### config.mk
export PLATFORM = sky130hd
export DESIGN_NAME = stepper_half_step_positioner_top
export DESIGN_NICKNAME = d
export VERILOG_FILES = /design/src/hw/rtl/shsp_pkg.sv /design/src/hw/rtl/stepper_half_step_positioner_top.sv
export VERILOG_INCLUDE_DIRS = /design/src /design/src/hw/rtl
export SDC_FILE = /design/constraint.sdc
export NUM_CORES = 1
export LEC_CHECK = 0
export ABC_CLOCK_PERIOD_IN_PS = 4700
export BUFFER_PORTS_ARGS = -buffer_cell sky130_fd_sc_hd__buf_2
export CORE_MARGIN = 2
export CORE_UTILIZATION = 54
export CTS_CLUSTER_DIAMETER = 100
export DETAILED_ROUTE_END_ITERATION = 8
export HOLD_SLACK_MARGIN = 0.1
export PLACE_DENSITY = 0.8
export SLEW_MARGIN = 15
export SYNTH_ARGS = -nofsm -noshare
export SYNTH_HDL_FRONTEND = slang
export SYNTH_SLANG_ARGS = --single-unit
### constraint.sdc
create_clock -name clock -period 4.7 [get_ports clock]
set_input_delay 0.47 -clock clock [delete_from_list [all_inputs] [get_ports clock]]
set_output_delay 0.47 -clock clock [all_outputs]
set_load 0.05 [all_outputs]
### src/hw/rtl/assert_macros.svh
// Assertion macros used by the RTL of the half-step positioner.
// No dependencies; the checks compile away when SYNTHESIS is defined.
`ifndef ASSERT_MACROS_SVH
`define ASSERT_MACROS_SVH
`ifndef SYNTHESIS
// Implication checked at every rising edge, switched off while reset is high.
`define ASSERT_CLK(label, clk, rst, prop) \
   label: assert property (@(posedge clk) disable iff (rst) prop) \
      else $error("assertion failed in half-step positioner");
// Implication checked at every rising edge, reset included.
`define ASSERT_ALWAYS(label, clk, prop) \
   label: assert property (@(posedge clk) prop) \
      else $error("assertion failed in half-step positioner");
`else
`define ASSERT_CLK(label, clk, rst, prop)
`define ASSERT_ALWAYS(label, clk, prop)
`endif
`endif

### src/hw/rtl/shsp_pkg.sv
// Package of the half-step positioner: word types, command codes and the coil table.
// No dependencies.
package shsp_pkg;

   localparam int unsigned FIELD_POS_BITS = 24;

   typedef enum logic [2:0] {
      KIND_TICK  = 3'd0,
      KIND_RUN   = 3'd1,
      KIND_SEEK  = 3'd2,
      KIND_HOME  = 3'd3,
      KIND_STOP  = 3'd4
   } kind_type;

   typedef struct packed {
      logic [2:0]                       kind;
      logic                             run_up;
      logic signed [FIELD_POS_BITS-1:0] target_position;
   } req_type;

   typedef struct packed {
      logic [3:0]                       coils;
      logic signed [FIELD_POS_BITS-1:0] position;
      logic                             running;
      logic                             moving_up;
      logic                             homing;
      logic                             saved;
   } rsp_type;

   // Eight-phase half-step pattern, bit 3 is coil A and bit 0 is coil D.
   function automatic logic [3:0] coil_pattern(input logic [2:0] phase);
      logic [3:0] pat;
      begin
         case (phase)
            3'd0: pat = 4'b0001;
            3'd1: pat = 4'b0011;
            3'd2: pat = 4'b0010;
            3'd3: pat = 4'b0110;
            3'd4: pat = 4'b0100;
            3'd5: pat = 4'b1100;
            3'd6: pat = 4'b1000;
            3'd7: pat = 4'b1001;
            default: pat = 4'b0000;
         endcase
         return pat;
      end
   endfunction

endpackage

### src/hw/rtl/stepper_half_step_positioner_top.sv
// Channel   Ports                               Direction  Word
// request   req_valid / req_ready / req_data    in         req_type (kind, run_up, target)
// response  rsp_valid / rsp_ready / rsp_data    out        rsp_type (coils, position, flags)
// config    csr_wr_en / csr_wr_data             in         home_steps, no wait, no read-back
//
// Every accepted request word produces exactly one response word, registered as it is
// accepted. The block takes one word per cycle while req_ready is high: the whole state
// update is a single pass of logic between the state registers and the response register.
// A two-entry output stage (response register plus skid register) keeps req_ready high
// while one finished word waits; req_ready drops only when both entries are full.
// Reset is synchronous and active high; it clears all state and sets home_steps to 50000.
//
// Top level of the unipolar half-step stepper positioner.
// Depends on shsp_pkg and assert_macros.svh.
`include "assert_macros.svh"

module stepper_half_step_positioner_top
   import shsp_pkg::*;
#(
   parameter int unsigned POSITION_BITS = 24
) (
   input  logic    clock,
   input  logic    reset,
   input  logic    req_valid,
   output logic    req_ready,
   input  req_type req_data,
   output logic    rsp_valid,
   input  logic    rsp_ready,
   output rsp_type rsp_data,
   input  logic        csr_wr_en,
   input  logic [15:0] csr_wr_data
);

   // The target compare runs at the wider of the position counter and the target field.
   localparam int unsigned CMP_BITS =
      (POSITION_BITS > FIELD_POS_BITS) ? POSITION_BITS : FIELD_POS_BITS;

   // Configuration register.
   logic [15:0] home_steps_ff;

   // Motor state.
   logic [2:0]                        phase_ff, phase_in;
   logic [POSITION_BITS-1:0]          position_ff, position_in;
   logic                              run_ff, run_in;
   logic                              up_ff, up_in;
   logic                              seek_ff, seek_in;
   logic                              home_ff, home_in;
   logic [15:0]                       home_left_ff, home_left_in;
   logic signed [FIELD_POS_BITS-1:0]  target_ff, target_in;
   logic [3:0]                        coil_ff, coil_in;
   logic                              saved_in;

   // Output stage.
   rsp_type out_ff, out_in;
   logic    out_valid_ff, out_valid_in;
   rsp_type skid_ff, skid_in;
   logic    skid_valid_ff, skid_valid_in;

   logic    accept;
   logic    take;
   rsp_type result;

   logic signed [CMP_BITS-1:0]       pos_ext;
   logic signed [CMP_BITS-1:0]       tgt_ext;
   logic [FIELD_POS_BITS-1:0]        pos_field;
   logic [15:0]                      home_dec;

   assign req_ready = !skid_valid_ff;
   assign accept    = req_valid && req_ready;
   assign rsp_valid = out_valid_ff;
   assign rsp_data  = out_ff;
   assign take      = out_valid_ff && rsp_ready;

   assign pos_ext  = CMP_BITS'(signed'(position_ff));
   assign tgt_ext  = CMP_BITS'(target_ff);
   assign home_dec = (home_left_ff != 16'd0) ? (home_left_ff - 16'd1) : 16'd0;

   // The reported position is the low 24 bits of the counter; a narrower counter is
   // shown zero-extended.
   generate
      if (POSITION_BITS >= FIELD_POS_BITS) begin : g_pos_wide
         assign pos_field = position_in[FIELD_POS_BITS-1:0];
      end else begin : g_pos_narrow
         assign pos_field = {{(FIELD_POS_BITS-POSITION_BITS){1'b0}}, position_in};
      end
   endgenerate

   // Next state for one request word.
   always_comb begin
      logic step;
      logic dir_up;
      step         = 1'b0;
      dir_up       = up_ff;
      phase_in     = phase_ff;
      position_in  = position_ff;
      run_in       = run_ff;
      up_in        = up_ff;
      seek_in      = seek_ff;
      home_in      = home_ff;
      home_left_in = home_left_ff;
      target_in    = target_ff;
      coil_in      = coil_ff;
      saved_in     = 1'b0;

      case (req_data.kind)
         KIND_TICK: begin
            if (home_ff) begin
               // Homing always steps backward until the count runs out.
               step         = (home_left_ff != 16'd0);
               dir_up       = 1'b0;
               up_in        = step ? 1'b0 : up_ff;
               home_left_in = home_dec;
            end else if (run_ff) begin
               if (seek_ff && (pos_ext == tgt_ext)) begin
                  // Arrived: no step, stop and flag it.
                  saved_in = 1'b1;
                  run_in   = 1'b0;
                  seek_in  = 1'b0;
               end else begin
                  step = 1'b1;
                  if (seek_ff) begin
                     dir_up = (pos_ext < tgt_ext);
                     up_in  = dir_up;
                  end
               end
            end
         end
         KIND_RUN: begin
            if (!home_ff) begin
               run_in  = 1'b1;
               up_in   = req_data.run_up;
               seek_in = 1'b0;
            end
         end
         KIND_SEEK: begin
            if (!home_ff) begin
               target_in = req_data.target_position;
               seek_in   = 1'b1;
               run_in    = 1'b1;
            end
         end
         KIND_HOME: begin
            home_in      = 1'b1;
            home_left_in = home_steps_ff;
            run_in       = 1'b1;
            up_in        = 1'b0;
            seek_in      = 1'b0;
         end
         KIND_STOP: begin
            run_in       = 1'b0;
            seek_in      = 1'b0;
            home_in      = 1'b0;
            home_left_in = 16'd0;
         end
         default: begin
         end
      endcase

      // A step drives the current phase, then moves phase and position one half-step.
      if (step) begin
         coil_in = coil_pattern(phase_ff);
         if (dir_up) begin
            phase_in    = phase_ff + 3'd1;
            position_in = position_ff + POSITION_BITS'(1);
         end else begin
            phase_in    = phase_ff - 3'd1;
            position_in = position_ff - POSITION_BITS'(1);
         end
      end

      // Homing finishes once the count is spent, on the stepping tick itself.
      if ((req_data.kind == KIND_TICK) && home_ff && (home_dec == 16'd0)) begin
         home_in     = 1'b0;
         run_in      = 1'b0;
         position_in = '0;
         phase_in    = 3'd0;
         saved_in    = 1'b1;
      end
   end

   always_comb begin
      result.coils     = coil_in;
      result.position  = pos_field;
      result.running   = run_in;
      result.moving_up = up_in;
      result.homing    = home_in;
      result.saved     = saved_in;
   end

   // Output stage: the response register, backed by a skid register when it is stalled.
   always_comb begin
      out_in        = out_ff;
      out_valid_in  = out_valid_ff;
      skid_in       = skid_ff;
      skid_valid_in = skid_valid_ff;
      if (take) begin
         if (skid_valid_ff) begin
            out_in        = skid_ff;
            skid_valid_in = 1'b0;
         end else if (accept) begin
            out_in = result;
         end else begin
            out_valid_in = 1'b0;
         end
      end else if (accept) begin
         if (out_valid_ff) begin
            skid_in       = result;
            skid_valid_in = 1'b1;
         end else begin
            out_in       = result;
            out_valid_in = 1'b1;
         end
      end
   end

   always_ff @(posedge clock) begin
      if (reset) begin
         home_steps_ff <= 16'd50000;
         phase_ff      <= 3'd0;
         position_ff   <= '0;
         run_ff        <= 1'b0;
         up_ff         <= 1'b0;
         seek_ff       <= 1'b0;
         home_ff       <= 1'b0;
         home_left_ff  <= 16'd0;
         target_ff     <= '0;
         coil_ff       <= 4'd0;
         out_valid_ff  <= 1'b0;
         skid_valid_ff <= 1'b0;
      end else begin
         if (csr_wr_en) begin
            home_steps_ff <= csr_wr_data;
         end
         if (accept) begin
            phase_ff     <= phase_in;
            position_ff  <= position_in;
            run_ff       <= run_in;
            up_ff        <= up_in;
            seek_ff      <= seek_in;
            home_ff      <= home_in;
            home_left_ff <= home_left_in;
            target_ff    <= target_in;
            coil_ff      <= coil_in;
         end
         out_valid_ff  <= out_valid_in;
         skid_valid_ff <= skid_valid_in;
      end
   end

   always_ff @(posedge clock) begin
      out_ff  <= out_in;
      skid_ff <= skid_in;
   end

   // The skid register only fills behind a full response register.
   `ASSERT_ALWAYS(a_skid_behind_out, clock, skid_valid_ff |-> out_valid_ff)
   // Homing is a backward run with no target.
   `ASSERT_CLK(a_home_state, clock, reset, home_ff |-> (run_ff && !up_ff && !seek_ff))
   // A saved pulse always reports a stopped motor.
   `ASSERT_CLK(a_saved_stopped, clock, reset,
      (out_valid_ff && out_ff.saved) |-> (!out_ff.running && !out_ff.homing))
   // A stalled response word stays put until it is taken.
   `ASSERT_CLK(a_out_hold, clock, reset,
      ($past(out_valid_ff) && !$past(rsp_ready)) |-> (out_valid_ff && $stable(out_ff)))

endmodule

After elaboration in Yosys (flattened, before gate mapping)
Memory sizes are Yosys's and may differ from the RTL's. A register that Yosys moved wholly into a read port is not among the register bits.
Index checks and enable logic that the tools add are counted.

word-level totals
  input bits = 49
  memories kept = 1
  memory bits (read-only) = 32
  register bits after elaboration = 157
  logic and storage cells = 123

cells by class
  reduce and logical (&&, ||, !) cells = 25
  magnitude comparators = 1
  muxes and demuxes = 51
  bitwise operators = 2
  equality and inequality tests = 14
  $add $sub $neg = 5

memory list
  name             depth  bits a word  read ports  clocked after memory_dff  wr ports  line            text
  (no name shown)  8      4            1           1                         0         shsp_pkg.sv:34  case (phase)

operators with widths
  cell                                                 count
  two-way mux 32 bit                                   5
  two-way mux 24 bit                                   3
  one-hot mux 16 bit (3 select lines)                  1
  two-way mux 16 bit                                   2
  two-way mux 1 bit                                    30
  adder 24 x 1 -> 24 bit, second input constant        1
  equality test 24 bit                                 1
  < comparator 24 bit                                  1
  subtractor 24 x 1 -> 24 bit, second input constant   1
  zero test 16 bit                                     1
  inequality test 2 bit, second input constant         8
  nonzero test 16 bit                                  1
  subtractor 16 x 1 -> 16 bit, second input constant   1
  two-way mux 3 bit                                    5
  AND reduction 3 bit                                  5
  one-hot mux 1 bit (4 select lines)                   2
  AND reduction 7 bit                                  1
  equality test 3 x 2 -> 1 bit, second input constant  2
  nonzero test 2 bit                                   3
  OR reduction 2 bit                                   3
  logical AND 1 bit                                    5
  two-way mux 4 bit                                    1
  AND reduction 2 bit                                  2
  nonzero test 4 bit                                   1
  other kinds (11)                                     12

Longest topological paths before layout
  word-level depth = 12
  depth in mapped cells = 19

Least setup slack after synthesis
No wires, ideal clock.

  kind = flip-flop to flip-flop
  from = reg target_ff[13]
  to = reg out_ff, in the netlist rsp_data[27], data pin
  library setup time = 0.271 ns
  cell stages (with the launch flop) = 19
  setup slack = -0.258 ns
  arrival = 4.687 ns
  path through = dfxtp_1 > inv_1 > ha_1 > a211oi_1 > nor2_1 > a2111oi_0 > o311ai_0 > o2111ai_1 > nand2_1 > ha_1 > nand3_1 > o211ai_1 > o221ai_1 > o311ai_1 > nand3_1 > o31ai_1 > mux2i_1 > xnor2_1 > o31ai_1

RTL lines
  item                    line                                     text
  start, declared         stepper_half_step_positioner_top.sv:49   logic signed [FIELD_POS_BITS-1:0] target_ff, target_in;
  start signal, assigned  stepper_half_step_positioner_top.sv:242  target_ff <= target_in;
  end signal, assigned    stepper_half_step_positioner_top.sv:251  out_ff <= out_in;
  end, declared           stepper_half_step_positioner_top.sv:54   rsp_type out_ff, out_in;

==> reports/metrics.yaml <==
status: "finished clean"
crit_buf_inv: 4
grt_pass1_wl_um: 34810
cts_made_buffers: 17
p_leak_nw: 4.377
hold_buffers: 0
synth_top_area_cell: "dfxtp_1"
worst_r2r_path_depth: 20
grt_pass1_vias: 7018
drc: 0
setup_viol: 0
fp.dieW_um: 132.3
firstDrtPassIters: 5
nFillCells: 1325
synth_cell_types: 75
detail-route-antenna-nets: 0
synthToLayoutAreaGrowth_pct: 19.67
slew_headroom_pct: 22.35
ys_warn_count: 0
drt_iter0_markers: 637
peakVddDrop_mv: 0.2978
regArea_sq_um: 3864
path_cells: "inv_1, ha_1, a21oi_1, a211oi_1, a2111oi_4, o311ai_2, o2111ai_1, buf_4, nand2_4, buf_4, ha_1, and3_1, buf_4, nand3_2, o311ai_2, nand3_2, o31ai_4, mux2i_2, xnor2_1, o31ai_1"
antennaDiodeCount: 0
period_share_pct: 95.77
clock-sinks: 161
clock_latency_ns: 0.43
tightest_slew_ns: 1.161
synthFlopType: "dfxtp_1"
gr-total-overflow: 0
reg2reg_to: "rsp_data[27]"
die_h_um: 132.3
ys_ff_latch: 161
drive_gt1_share_pct: 20.61
cp_max_fo: 11
synth_fp_nets: 1118
clk_pin_slew_ns: 0.07
root_buffer: "clkbuf_16"
synth_edf_count: 64
syn_avg_cell_area_sq_um: 8.729
min_path_cells: 3
cts_max_level: 4
pre_cts_slack_ns: -0.2378
ios: 83
endpoint_kind: "register"
ys_seq_area_share_pct: 43.44
finalCoreUtilization_pct: 66.52
grt_antenna_before_repair: 0
yosysMostFrequentCell: "nand2_1"
routed-via-count: 7764
final_nets: 1236
max_freq_mhz: 222.2
crit_type: "reg -> reg"
min_to: "home_steps_ff[9]"
cap_violations: 0
wl_per_cell_um: 15.70
dp_hpwl_um: 15010
fin_ws_ns: 0.1987
io_buffer_count: 82
post-route-cell-area_sq_um: 10640
synth_top_area_share_pct: 21.83
worstPathArrival_ns: 4.66
multi_input_area_sq_um: 4796
worst_ep_required_time_ns: 4.86
crit_path_frequent_cell: "buf_4"
synthCells: 1019
netlist_top_cells_count: "nand2_1 (206), dfxtp_1 (97), a21oi_1 (90)"
crit_family: "compound AO/OA/AOI/OAI gates"
syn_area_sq_um: 8895
worstSetupStartpointType: "register"
r2r_slack_ns: 0.20
min_path_type: "in -> reg"
crit_path_max_incr_delay_ns: 0.38
clockBufferDepth: 2
placed_area_sq_um: 9876
cts_tree: "done"
gp_congestion: 0.9231
via_per_inst: 5.684
dieArea_sq_um: 17510
grt_setup_unrepaired: "true"
finalCriticalPeriod_ns: 4.501
synth.area.top_cells: "dfxtp_1 (22%), edfxtp_1 (22%), nand2_1 (8.7%)"
grt_use_total_pct: 24.50
slowest_stage: "o311ai_2"
synthArstFlopShare_pct: 0
r2r_start: "target_ff[7]"
skew_ns: 0.01895
power_density_nw_per_um2: 368.2
grt_max_degree: 49
start_util_pct: 55.59
rows: 46
hp-start: "csr_wr_data[9]"
coreArea_sq_um: 16000
finalWirelength_um: 21450
report.final.hold_viol_count: 0
finalMaxSlewViolations: 0
## layout make-up
class	count	share of cell area, %
Multi-Input combinational cell	754	45.06
Sequential cell	161	36.30
Timing Repair Buffer	152	8.910
Clock buffer	17	3.997
Tap cell	216	2.539
Inverter	51	1.799
Clock inverter	15	1.399
## routing by layer
layer / vias to the layer above / GRT usage (%) / routed length [um] / part of all wire [%]
met5: - / 0 / 0 / 0
met4: 0 / 6.033 / 238 / 1.1
met3: 28 / 4.691 / 1747 / 8.1
met2: 288 / 36.30 / 9351 / 44
met1: 3568 / 36.88 / 10110 / 47
li1: 3880 / - / - / -
## state kept, by name, indices dropped and copies added, names as in the netlist, named ones only
signal / cells
rsp_valid: 1
seek_ff: 1
coil_ff: 4
pos_ext: 24
up_ff: 1
skid_valid_ff: 1
home_steps_ff: 16
rsp_data: 32
phase_ff: 3
run_ff: 1
home_ff: 1
target_ff: 24
home_left_ff: 16
skid_ff: 32
## worst register-to-register path: cells and delay by family (launching register included)
family                     cells  cell delay [ns]
DFF                            1             0.34
adders and majority gates      2             0.60
buffers and inverters          4             0.50
AOI/OAI and AO/OA              8             1.77
and+or+nand+nor                4             0.57
muxes                          1             0.28
xor gates and xnor gates       1             0.18
## timing repair
action / CTS / global route
hold endpoints to repair: 0 / 0
setup buffers: 0 / 3
pin swaps: 2 / 15
setup endpoints to repair: 15 / 35
resized for setup: 4 / 35
## per-stage QoR
stage	total power [mW]	hold WS (ns)	TNS, ns	instances
5_1_grt	4.099	0.2544	-0.1556	1366
3_5_place_dp	2.529	0.4463	-0.9974	1331
4_1_cts	3.870	0.2431	0	1363
2_1_floorplan	2.236	0.4363	0	1019
3_3_place_gp	2.512	0.4437	0	1331
6_report	3.920	0.2472	0	1366
## cells in the final DEF (no fill, tap or decap), types with 5 or more instances in the layout
master / netlist / routed
nand2_1: 206 / 205
dfxtp_1: 97 / 97
a21oi_1: 90 / 86
buf_2: 7 / 82
nor2_1: 83 / 81
buf_4: 0 / 69
edfxtp_1: 64 / 64
inv_1: 50 / 50
ha_1: 48 / 46
o21ai_0: 46 / 41
mux2i_1: 27 / 25
nand3_1: 25 / 23
clkbuf_16: 0 / 17
nor3_1: 17 / 15
a21o_1: 15 / 15
xnor2_1: 14 / 14
a22oi_1: 14 / 14
a211oi_1: 12 / 11
o31ai_1: 12 / 10
nand4_1: 9 / 9
xor2_1: 9 / 9
nand2b_1: 8 / 8
nor2b_1: 7 / 7
o211ai_1: 6 / 6
mux2_2: 6 / 6
and2_1: 5 / 5
o21ai_1: 2 / 5
a21oi_2: 1 / 5
nor4_1: 5 / 5
o21a_1: 6 / 5
a32o_1: 5 / 5
## how the worst max path moves through the flow
stage / from / to / cells after the start
finish: target_ff[7] / rsp_data[27] / 20
global route: target_ff[13] / rsp_data[27] / 21
CTS: target_ff[7] / rsp_data[26] / 22
detailed placement: target_ff[7] / rsp_data[27] / 19
global placement: target_ff[7] / rsp_data[27] / 19
floorplan: target_ff[13] / rsp_data[27] / 18
## kinds of logic (layout without fill, tap and decap cells)
group / after synthesis / in the layout / synth area share, %
simple gates: 389 / 389 / 19.36
compound gates: 258 / 258 / 18.95
flops: 161 / 161 / 43.44
buf+inv: 104 / 235 / 4.740
fa+ha+maj: 50 / 50 / 7.202
mux: 33 / 33 / 3.798
xor+xnor: 24 / 24 / 2.518
## report_power, final
group	total, mW	leakage [nW]	internal [mW]	switching (mW)
combinational	1.01	2.70	0.406	0.603
clock	1.34	0.274	0.744	0.596
sequential	1.57	1.41	1.53	0.0436
total	3.92	4.38	2.68	1.24
No activity file was read; power rests on OpenSTA's default activity.
